$ cat src/design/tcf_pkg.sv
`timescale 1ns / 1ps
// ----------------------------------------------------------------------------
// tcf_pkg - shared types and codes for the two-class oldest-first FIFO
// Word layouts for the command and result channels, command and status
// codes, and the per-class control and flag groups.
// ----------------------------------------------------------------------------
package tcf_pkg;

  localparam int TAG_W         = 8;
  localparam int DEPTH_DEF     = 16;
  localparam int STAMP_DEF     = 16;

  // command codes
  localparam logic [1:0] CMD_ENQ        = 2'd0;
  localparam logic [1:0] CMD_DEQ_NAMED  = 2'd1;
  localparam logic [1:0] CMD_DEQ_OLDEST = 2'd2;
  localparam logic [1:0] CMD_NOP        = 2'd3;

  // status codes
  localparam logic [1:0] ST_OK    = 2'd0;
  localparam logic [1:0] ST_FULL  = 2'd1;
  localparam logic [1:0] ST_EMPTY = 2'd2;

  // class codes
  localparam logic CLS_FIRST  = 1'b0;
  localparam logic CLS_SECOND = 1'b1;

  typedef struct packed {
    logic [1:0]       command;
    logic             item_class;
    logic [TAG_W-1:0] item_tag;
  } in_word_t;

  typedef struct packed {
    logic [TAG_W-1:0] out_tag;
    logic             served_class;
    logic [1:0]       status;
  } out_word_t;

  // per-class control from the scheduler
  typedef struct packed {
    logic push;
    logic pop;
  } ring_ctl_t;

  // per-class occupancy flags back to the scheduler
  typedef struct packed {
    logic empty;
    logic full;
  } ring_flags_t;

endpackage

$ cat src/design/two_class_fifo_oldest_first.sv
`timescale 1ns / 1ps
// ----------------------------------------------------------------------------
// two_class_fifo_oldest_first - two-class FIFO with oldest-first dequeue
// Two circular FIFOs with a shared arrival stamp; enqueue, named dequeue
// and oldest-of-either dequeue.
// ----------------------------------------------------------------------------
// One command is taken in every cycle: busy never rises. Each command gives
// exactly one result word, shown on out_data with out_strobe high for one
// cycle. The command is first loaded into the command register, then the
// result register is loaded after decode and the head compare. The receiver
// cannot stall, so results must be captured on the strobe. Each class holds
// DEPTH-1 entries; the head entry of each class is read ahead from its
// memory port into a register, so decode and compare need no memory read.
// ----------------------------------------------------------------------------
module two_class_fifo_oldest_first #(
  parameter int DEPTH      = tcf_pkg::DEPTH_DEF,
  parameter int STAMP_BITS = tcf_pkg::STAMP_DEF
) (
  input  logic               clk,
  input  logic               rst_n,
  input  logic               start,
  output logic               busy,
  input  tcf_pkg::in_word_t  in_data,
  output logic               out_strobe,
  output tcf_pkg::out_word_t out_data
);
  import tcf_pkg::*;

  logic                  cmd_valid_r;
  in_word_t              cmd_r;
  logic                  strobe_r;
  out_word_t             result_r, result_nxt;
  logic [STAMP_BITS-1:0] arrival_r, arrival_nxt;
  logic                  bump_arrival;
  ring_ctl_t             ctl0, ctl1;
  ring_flags_t           flags0, flags1;
  logic [TAG_W-1:0]      tag0, tag1;
  logic [STAMP_BITS-1:0] stamp0, stamp1;

  assign busy = 1'b0;

  // hold the accepted command word
  always_ff @(posedge clk) begin
    if (!rst_n) begin
      cmd_valid_r <= 1'b0;
    end else begin
      cmd_valid_r <= start;
    end
    cmd_r <= in_data;
  end

  tcf_ring #(.DEPTH(DEPTH), .STAMP_BITS(STAMP_BITS)) u_ring0 (
    .clk        (clk),
    .rst_n      (rst_n),
    .ctl        (ctl0),
    .push_tag   (cmd_r.item_tag),
    .push_stamp (arrival_r),
    .flags      (flags0),
    .head_tag   (tag0),
    .head_stamp (stamp0)
  );

  tcf_ring #(.DEPTH(DEPTH), .STAMP_BITS(STAMP_BITS)) u_ring1 (
    .clk        (clk),
    .rst_n      (rst_n),
    .ctl        (ctl1),
    .push_tag   (cmd_r.item_tag),
    .push_stamp (arrival_r),
    .flags      (flags1),
    .head_tag   (tag1),
    .head_stamp (stamp1)
  );

  tcf_sched #(.STAMP_BITS(STAMP_BITS)) u_sched (
    .cmd_valid    (cmd_valid_r),
    .cmd          (cmd_r),
    .arrival      (arrival_r),
    .flags0       (flags0),
    .flags1       (flags1),
    .tag0         (tag0),
    .tag1         (tag1),
    .stamp0       (stamp0),
    .stamp1       (stamp1),
    .ctl0         (ctl0),
    .ctl1         (ctl1),
    .bump_arrival (bump_arrival),
    .result       (result_nxt)
  );

  // advance the arrival counter on each stored word
  assign arrival_nxt = bump_arrival ? arrival_r + STAMP_BITS'(1) : arrival_r;

  // register the result word and its strobe
  always_ff @(posedge clk) begin
    if (!rst_n) begin
      arrival_r <= '0;
      strobe_r  <= 1'b0;
    end else begin
      arrival_r <= arrival_nxt;
      strobe_r  <= cmd_valid_r;
    end
    result_r <= result_nxt;
  end

  assign out_strobe = strobe_r;
  assign out_data   = result_r;

endmodule

$ cat src/design/tcf_ring.sv
`timescale 1ns / 1ps
// ----------------------------------------------------------------------------
// tcf_ring - one class's circular FIFO
// Entry memory with head and tail pointers. One slot always stays empty.
// The head entry is read ahead from the next head pointer, so it is held in
// a register for the following cycle; a write to that slot is forwarded.
// ----------------------------------------------------------------------------
module tcf_ring #(
  parameter int DEPTH      = tcf_pkg::DEPTH_DEF,
  parameter int STAMP_BITS = tcf_pkg::STAMP_DEF
) (
  input  logic                      clk,
  input  logic                      rst_n,
  input  tcf_pkg::ring_ctl_t        ctl,
  input  logic [tcf_pkg::TAG_W-1:0] push_tag,
  input  logic [STAMP_BITS-1:0]     push_stamp,
  output tcf_pkg::ring_flags_t      flags,
  output logic [tcf_pkg::TAG_W-1:0] head_tag,
  output logic [STAMP_BITS-1:0]     head_stamp
);
  import tcf_pkg::*;

  localparam int PTR_W   = (DEPTH > 1) ? $clog2(DEPTH) : 1;
  localparam int ENTRY_W = TAG_W + STAMP_BITS;
  localparam logic [PTR_W-1:0] LAST = PTR_W'(DEPTH - 1);

  logic [ENTRY_W-1:0] mem [DEPTH];
  logic [ENTRY_W-1:0] rd_r;
  logic [PTR_W-1:0]   head_r, head_nxt;
  logic [PTR_W-1:0]   tail_r, tail_nxt;
  logic [ENTRY_W-1:0] wr_entry;

  function automatic logic [PTR_W-1:0] bump(input logic [PTR_W-1:0] p);
    return (p == LAST) ? '0 : p + PTR_W'(1);
  endfunction

  assign wr_entry = {push_tag, push_stamp};

  // advance pointers
  assign head_nxt = ctl.pop  ? bump(head_r) : head_r;
  assign tail_nxt = ctl.push ? bump(tail_r) : tail_r;

  always_ff @(posedge clk) begin
    if (!rst_n) begin
      head_r <= '0;
      tail_r <= '0;
    end else begin
      head_r <= head_nxt;
      tail_r <= tail_nxt;
    end
  end

  // write at tail, read ahead at next head with write forwarding
  always_ff @(posedge clk) begin
    if (ctl.push) begin
      mem[tail_r] <= wr_entry;
    end
    if (ctl.push && (tail_r == head_nxt)) begin
      rd_r <= wr_entry;
    end else begin
      rd_r <= mem[head_nxt];
    end
  end

  assign flags.empty = (head_r == tail_r);
  assign flags.full  = (bump(tail_r) == head_r);
  assign head_tag    = rd_r[ENTRY_W-1:STAMP_BITS];
  assign head_stamp  = rd_r[STAMP_BITS-1:0];

endmodule

$ cat src/design/tcf_sched.sv
`timescale 1ns / 1ps
// ----------------------------------------------------------------------------
// tcf_sched - command decode and class selection
// Turns one registered command into push and pop controls for the two
// classes and forms the result word. Oldest-first compares ages taken
// against the arrival counter.
// ----------------------------------------------------------------------------
module tcf_sched #(
  parameter int STAMP_BITS = tcf_pkg::STAMP_DEF
) (
  input  logic                      cmd_valid,
  input  tcf_pkg::in_word_t         cmd,
  input  logic [STAMP_BITS-1:0]     arrival,
  input  tcf_pkg::ring_flags_t      flags0,
  input  tcf_pkg::ring_flags_t      flags1,
  input  logic [tcf_pkg::TAG_W-1:0] tag0,
  input  logic [tcf_pkg::TAG_W-1:0] tag1,
  input  logic [STAMP_BITS-1:0]     stamp0,
  input  logic [STAMP_BITS-1:0]     stamp1,
  output tcf_pkg::ring_ctl_t        ctl0,
  output tcf_pkg::ring_ctl_t        ctl1,
  output logic                      bump_arrival,
  output tcf_pkg::out_word_t        result
);
  import tcf_pkg::*;

  logic [STAMP_BITS-1:0] age0, age1;
  logic                  take0, take1;

  assign age0 = arrival - stamp0;
  assign age1 = arrival - stamp1;

  always_comb begin
    ctl0   = '0;
    ctl1   = '0;
    take0  = 1'b0;
    take1  = 1'b0;
    result = '0;
    if (cmd_valid) begin
      unique case (cmd.command)
        CMD_ENQ: begin
          if (cmd.item_class == CLS_FIRST) begin
            ctl0.push = !flags0.full;
            result.status = flags0.full ? ST_FULL : ST_OK;
          end else begin
            ctl1.push = !flags1.full;
            result.status = flags1.full ? ST_FULL : ST_OK;
          end
        end
        CMD_DEQ_NAMED: begin
          take0 = (cmd.item_class == CLS_FIRST)  && !flags0.empty;
          take1 = (cmd.item_class == CLS_SECOND) && !flags1.empty;
        end
        CMD_DEQ_OLDEST: begin
          // serve the larger age; ties and a lone first class go first
          if (!flags0.empty && !flags1.empty) begin
            take1 = (age1 > age0);
            take0 = !take1;
          end else begin
            take0 = !flags0.empty;
            take1 = flags0.empty && !flags1.empty;
          end
        end
        CMD_NOP: begin
        end
        default: begin
        end
      endcase
      if (cmd.command == CMD_DEQ_NAMED || cmd.command == CMD_DEQ_OLDEST) begin
        ctl0.pop = take0;
        ctl1.pop = take1;
        if (take0) begin
          result.out_tag = tag0;
          result.served_class = CLS_FIRST;
        end else if (take1) begin
          result.out_tag = tag1;
          result.served_class = CLS_SECOND;
        end else begin
          result.status = ST_EMPTY;
        end
      end
    end
  end

  assign bump_arrival = ctl0.push | ctl1.push;

endmodule

$ cat config.mk
export PLATFORM = sky130hd
export DESIGN_NAME = two_class_fifo_oldest_first
export DESIGN_NICKNAME = d
export VERILOG_FILES = /design/src/design/tcf_pkg.sv /design/src/design/two_class_fifo_oldest_first.sv /design/src/design/tcf_ring.sv /design/src/design/tcf_sched.sv
export SDC_FILE = /design/constraint.sdc
export NUM_CORES = 1
export LEC_CHECK = 0
export BUFFER_PORTS_ARGS = -buffer_cell sky130_fd_sc_hd__clkbuf_2
export CAP_MARGIN = 5
export CELL_PAD_IN_SITES_DETAIL_PLACEMENT = 0
export CELL_PAD_IN_SITES_GLOBAL_PLACEMENT = 2
export CORE_UTILIZATION = 54
export DETAILED_ROUTE_END_ITERATION = 8
export GPL_TIMING_DRIVEN = 1
export PLACE_DENSITY_LB_ADDON = 0.08
export SLEW_MARGIN = 10
export SYNTH_ARGS = -nofsm -noshare
export SYNTH_HDL_FRONTEND = slang
export SYNTH_SLANG_ARGS = --single-unit
$ cat constraint.sdc
create_clock -name clk -period 9.6 [get_ports clk]
set_input_delay 2.88 -clock clk [delete_from_list [all_inputs] [get_ports clk]]
set_output_delay 2.88 -clock clk [all_outputs]
set_load 0.005 [all_outputs]
==> flow_summary.ini, run 1 <==
[final_layout]
n_antenna_cell = 0
drive_gt1_frac = 0.273
fin_cells = 2578
nNetsFinal = 1810
area_growth_pct = 12.4
fillers = 4260

[route]
via_count = 16000
vias_per_cell = 6.21
final_antenna_net_count = 0
drtPass1Iterations = 5
drtIter0Drc = 1464
routedWlPerCell_um = 28.5
drt_wl_total_um = 73400
drc = 0

[pwr]
max-vdd-ir-drop_mv = 0.174
pwr-share-clk = 0.455
pwr-share-seq = 0.538
internal-power_mw = 5.93
switching_power_mw = 1.40
comb_power_share = 0.006
swShare = 0.191
p_per_area_nw_per_um2 = 195
p_leak_nw = 12.1

[logic_synthesis]
synth-main-ff-cell = edfxtp_1
synthArstFlopShare = 0
syn_avg_cell_area_sq_um = 20.4
yosys_warnings = 0
syn_nets = 1721
ys_ff_latch = 832
synth_edf_count = 768
yosysSeqAreaShare = 0.728
syn_inst = 1643
synth_largest_area_cell = edfxtp_1
synth_top_area_frac = 0.689
yosysUniqueCellTypes = 64
synth_area_sq_um = 33500
yosys-top-cells-area = edfxtp_1 69%, mux4_2 16%, dfxtp_1 3.8%, ha_1 2.3%, xnor2_1 0.84%

[clock_network]
ctsResizeCount = 0
clock-sinks = 832
cts_tree = yes
clk_pin_slew_ps = 70
cts-buffers-inserted = 84
post_cts_buffers = 0
clk_latency_ps = 640
htree_levels = 3
cts_buffer_depth = 3
cts_root_buf = clkbuf_16
hold_buffers = 0

[critical_path]
r2r_cells = 19
arrival_ps = 7640
cp.depth = 19
cpPeakStageDelay_ps = 1040
crit_family = compound AO/OA/AOI/OAI gates
endpoint_kind = flip-flop
r2r_slack_ps = 2470
path_cells = buf_4 -> mux4_2 -> mux4_2 -> inv_1 -> ha_1 -> a2111oi_0 -> nor3b_1 -> a311o_1 -> a21o_1 -> a21oi_1 -> xnor2_1 -> ha_1 -> nand4_1 -> nor4_1 -> a21boi_0 -> o31a_1 -> o2bb2ai_1 -> mux2_2 -> and2_1
critPathLaunchType = flip-flop
crit_buf_inv = 2
crit_fanout = 50
worstSetupPathType = reg2reg
r2r-end = u_ring1.head_r[0]$_SDFF_PN0_
cp.required_ps = 10110
cp_slowest_cell = dfxtp_4

[timing]
drv_slew = 0
setup_viol = 0
layout_min_cycle_time_ps = 7130
fmax_mhz = 140
rsz0062_at_grt = false
skew_ps = 26.8
hold_viol = 0
finalCritPeriodShare = 0.742
setup_tns_ps = 0
worstMarginPinSlew_ps = 1230
max_slew_margin = 0.176

[grt]
grt_first_pass_wirelength_um = 109000
grt_pass1_vias = 16733
antenna_found_initial = 0
grt_util_all_layers = 0.243
grt-ovfl-total = 0
grt_start_max_net_pins = 59

[placed_design]
port_buffers = 25
gp_congestion = 0.788
place_inst = 2428
dp_hpwl_um = 39700

[status]
status = completed

[floorplanning]
rows = 90
core_area_sq_um = 60800
ioPinCount = 27
die_h_um = 251
initial_utilization = 0.550
die_x_um = 251
die-area_sq_um = 63000

[job]
cap_violations = 0

[min_path]
worstHoldStart = arrival_r[10]$_SDFFE_PN0P_
hold_depth = 2
hold_end = arrival_r[10]$_SDFFE_PN0P_
min_path_type = reg2reg
==> state kept, by name (all words and copies together), names as in the netlist, 4 cells and up, named ones only <==
name / flops
arrival_r: 16
cmd_r: 11
out_data: 11
u_ring0.head_r: 4
u_ring0.mem: 384
u_ring0.tail_r: 4
u_ring1.head_r: 4
u_ring1.mem: 384
u_ring1.tail_r: 4
==> layout by cell type (no fill, tap or decap), types with 7 or more instances in the layout <==
cell type / Yosys / layout
inv_1: 47 / 47
o21ai_0: 21 / 21
nand2_1: 44 / 44
buf_4: 4 / 50
clkinv_1: 0 / 21
a21o_1: 10 / 10
a21oi_1: 43 / 43
clkinv_2: 0 / 14
nand2b_1: 15 / 15
or3_1: 8 / 8
ha_1: 62 / 62
bufinv_16: 0 / 12
xor2_1: 21 / 21
mux4_2: 240 / 240
nor2_2: 1 / 9
clkbuf_16: 0 / 88
edfxtp_1: 768 / 768
clkbuf_1: 32 / 8
nor2_1: 65 / 41
clkbuf_2: 0 / 25
nor2_4: 0 / 16
and2_1: 9 / 9
nand3_1: 17 / 17
nand4_1: 7 / 7
xnor2_1: 32 / 32
dfxtp_1: 64 / 58
and3_1: 8 / 8
nor3_2: 0 / 8
==> power by group through the flow <==
stage	Combinational [mW]	Clock [mW]	Sequential, mW
6_report	0.0476	3.34	3.95
3_5_place_dp	0.0482	0	4.02
2_1_floorplan	0.0349	0	4.01
3_3_place_gp	0.0479	0	4.02
5_1_grt	0.0530	3.53	3.95
4_1_cts	0.0484	3.40	3.95
==> synth_stat cells (4+ instances only) <==
master and count:
dfxtp_1 64, nand3_1 17, mux4_2 240, mux2_2 4
buf_1 5, o21a_1 6, edfxtp_1 768, inv_1 47
o21ai_1 5, o21ai_0 21, buf_6 5, buf_4 4
nand4_1 7, nor4_1 4, xor2_1 21, nor2_1 65
buf_2 26, nand2_1 44, a21o_1 10, a21oi_1 43
ha_1 62, nor3_1 14, nor2b_1 4, and2_1 9
nand2b_1 15, xnor2_1 32, clkbuf_1 32, a31oi_1 6
and3_1 8, or3_1 8, mux2i_1 5
==> logic make-up after synthesis <==
kind of cell,Yosys count,share of synthesized area
compound gates,116,0.0217
simple gates,206,0.0306
other cells,1,0.000112
mux,249,0.164
fa+ha+maj,64,0.0244
xor+xnor,56,0.0153
flops,832,0.728
buf+inv,119,0.0159
==> worst max-delay path by stage <==
stage / to / slack [ps]
detailed placement: u_ring1.head_r[1]$_SDFF_PN0_ / 2420
floorplan: u_ring1.head_r[0]$_SDFF_PN0_ / 3820
global placement: u_ring1.head_r[0]$_SDFF_PN0_ / 2510
finish: u_ring1.head_r[0]$_SDFF_PN0_ / 2470
global route: u_ring1.head_r[0]$_SDFF_PN0_ / 1880
CTS: u_ring1.head_r[0]$_SDFF_PN0_ / 2380
==> area by class of cell <==
cell class / count / area, sq um / area share
sequential: 832 / 24400 / 0.648
multi-input combinational: 692 / 8760 / 0.233
clock buffer: 96 / 2230 / 0.0594
tap: 782 / 978 / 0.0260
clock inverter: 54 / 587 / 0.0156
timing repair buffer: 75 / 500 / 0.0133
inverter: 47 / 176 / 0.00469
==> stage by stage <==
step | hold WS, ps | power (mW) | cell area [sq um] | setup slack [ps] | util
detailed placement | 501 | 4.07 | 34800 | 2420 | 0.572
global route | 537 | 7.53 | 37600 | 1880 | 0.618
floorplan | 488 | 4.05 | 33500 | 3820 | -
CTS | 510 | 7.39 | 37600 | 2380 | 0.618
finish | 515 | 7.33 | 37600 | 2470 | 0.618
global placement | 509 | 4.07 | 34800 | 2510 | 0.572
==> worst min-delay path, stage by stage (launching register included) <==
cell and delay (ps):
dfxtp_1 340, o21ai_0 80, a21oi_1 60
==> per-layer routing <==
layer / global-route usage / vias up / part of all wire
li1: - / 6895 / -
met1: 0.357 / 8527 / 0.44
met2: 0.384 / 450 / 0.48
met3: 0.0361 / 128 / 0.053
met4: 0.0742 / 0 / 0.027
met5: 0 / - / 0
No activity file was read; power rests on OpenSTA's default activity.
==> inputs of run 2 (changes only) <==
CORE_UTILIZATION = 45   (was 54)
clock period = 6 ns   (was 9.6 ns; I/O delays follow)
==> run 2 against run 1 <==
Net effect:
- setup slack worse by 2100 ps
- maximum frequency up 27%
- clock skew down 8.7 ps
- critical path type unchanged
==> flow_summary.ini, run 2 (synthesis gave the netlist of run 1 again) <==
[status]
status = completed

[floorplanning]
ioPinCount = 27
die-area_sq_um = 75400
rows = 99
initial_utilization = 0.457
die_h_um = 275
core_area_sq_um = 73200
die_x_um = 275

[grt]
grt-ovfl-total = 0
grt_util_all_layers = 0.213
grt_start_max_net_pins = 38
grt_pass1_vias = 16991
antenna_found_initial = 0
grt_first_pass_wirelength_um = 115000

[final_layout]
fin_cells = 2802
fin_util = 0.523
area_growth_pct = 14.4
final_cell_mix = 768 x edfxtp_1, 240 x mux4_2, 86 x clkbuf_16
drive_gt1_frac = 0.290
nNetsFinal = 1851
fillers = 5694
multi_input_area_sq_um = 8850
final_common_cell = edfxtp_1
n_antenna_cell = 0
reg.largest.list = u_ring0.mem (384), u_ring1.mem (384), arrival_r (16)
regArea_sq_um = 24400

[timing]
layout_min_cycle_time_ps = 5630
hold_viol = 0
skew_ps = 18.1
fmax_mhz = 178
setup_viol = 0
max_slew_margin = 0.240
setup_slack_ps = 373
worstMarginPinSlew_ps = 1140
finalCritPeriodShare = 0.938
rsz0062_at_grt = false
drv_slew = 0

[clock_network]
hold_buffers = 0
cts_tree = yes
cts_buffer_depth = 3
cts_root_buf = clkbuf_16
clock-sinks = 832
clk_pin_slew_ps = 60
clk_latency_ps = 630
htree_levels = 3
cts-buffers-inserted = 86

[pwr]
p_per_area_nw_per_um2 = 305
max-vdd-ir-drop_mv = 0.229
p_leak_nw = 12.4

[route]
drt_wl_total_um = 77600
vias_per_cell = 5.75
routedWlPerCell_um = 27.7
drtPass1Iterations = 5
final_antenna_net_count = 0
via_count = 16116
drc = 0
drtIter0Drc = 1175

[placed_design]
place_inst = 2640
pre_cts_ws_ps = -9.97
port_buffers = 25
dp_hpwl_um = 46100
gp_congestion = 0.754

[critical_path]
path_cells = buf_4 -> mux4_2 -> mux4_2 -> inv_1 -> ha_1 -> a21o_1 -> a2111oi_4 -> nor3b_1 -> a311o_1 -> a21o_1 -> a21oi_1 -> xnor2_1 -> ha_1 -> nand4_1 -> nor4_4 -> a41oi_1 -> o31a_1 -> buf_4 -> o21a_2 -> or3_1 -> a21oi_1
r2r_cells = 21
cp.required_ps = 6550
arrival_ps = 6170
cp_slowest_cell = mux4_2
worstSetupPathType = reg2reg
critPathLaunchType = flip-flop
cpPeakStageDelay_ps = 510
r2r_slack_ps = 370
endpoint_kind = flip-flop
r2r-end = u_ring0.head_r[2]$_SDFF_PN0_
crit_fanout = 6

[min_path]
min_path_type = reg2reg
hold_end = arrival_r[14]$_SDFFE_PN0P_
worstHoldStart = arrival_r[14]$_SDFFE_PN0P_
hold_depth = 2

[job]
cap_violations = 0
==> run 2: cell count changes in the layout (fill, tap and decap cells not counted), sizes merged <==
cell    delta
buf       +39
clkbuf    +17
clkinv     -6
bufinv     -3
==> run 2: per-stage QoR <==
| step | setup TNS (ps) | power (mW) | cell area (sq um) | hold slack (ps) |
|---|---|---|---|---|
| 4_1_cts | 0 | 11.8 | 38200 | 512 |
| 3_3_place_gp | 0 | 6.52 | 35400 | 488 |
| 2_1_floorplan | 0 | 6.48 | 33500 | 488 |
| 5_1_grt | 0 | 12.0 | 38300 | 567 |
| 3_5_place_dp | -19.7 | 6.52 | 35400 | 501 |
| 6_report | 0 | 11.7 | 38300 | 519 |
==> run 2: worst max-delay path: cells and delay by family, from the launching register on <==
family | cells | cell delay (ps)
AOI/OAI and AO/OA | 9 | 2070
adders and majority gates | 2 | 620
buffers and inverters | 3 | 470
xor gates and xnor gates | 1 | 90
and+or+nand+nor | 4 | 890
muxes | 2 | 970
DFF | 1 | 420
==> run 2: worst max path at each step <==
stage / slack, ps / cells past startpoint / to / start
detailed placement: -10 / 20 / u_ring1.head_r[1]$_SDFF_PN0_ / flip-flop
finish: 370 / 21 / u_ring0.head_r[2]$_SDFF_PN0_ / flip-flop
global placement: 120 / 20 / u_ring1.head_r[1]$_SDFF_PN0_ / flip-flop
floorplan: 220 / 22 / u_ring1.head_r[0]$_SDFF_PN0_ / flip-flop
global route: 6 / 21 / u_ring0.head_r[0]$_SDFF_PN0_ / flip-flop
CTS: 40 / 20 / u_ring1.head_r[0]$_SDFF_PN0_ / flip-flop
==> run 2: layout make-up <==
| type | count | area share |
|---|---|---|
| inverter | 47 | 0.00461 |
| clock buffer | 113 | 0.0597 |
| timing repair buffer | 114 | 0.0234 |
| multi-input combinational | 692 | 0.231 |
| tap | 959 | 0.0314 |
| sequential | 832 | 0.636 |
| clock inverter | 45 | 0.0133 |
==> run 2: where the power goes <==
part           total, mW  leakage, nW  switching (mW)  internal, mW
sequential          6.31         7.53          0.0301          6.28
combinational     0.0871         3.47          0.0507        0.0364
clock               5.29         1.36            2.20          3.08
==> run 2: what timing repair did <==
action,4_1_cts,5_1_grt
pin swaps,0,3
setup buffers,0,4
gates resized for setup,1,9
endpoints found under the setup margin,2,25
==> run 2: layer usage <==
metal	vias to the layer above	track usage	part of all wire
met3	96	0.0281	0.037
met4	0	0.0611	0.020
met1	8665	0.303	0.45
li1	6993	-	-
met5	-	0	0
met2	362	0.348	0.49
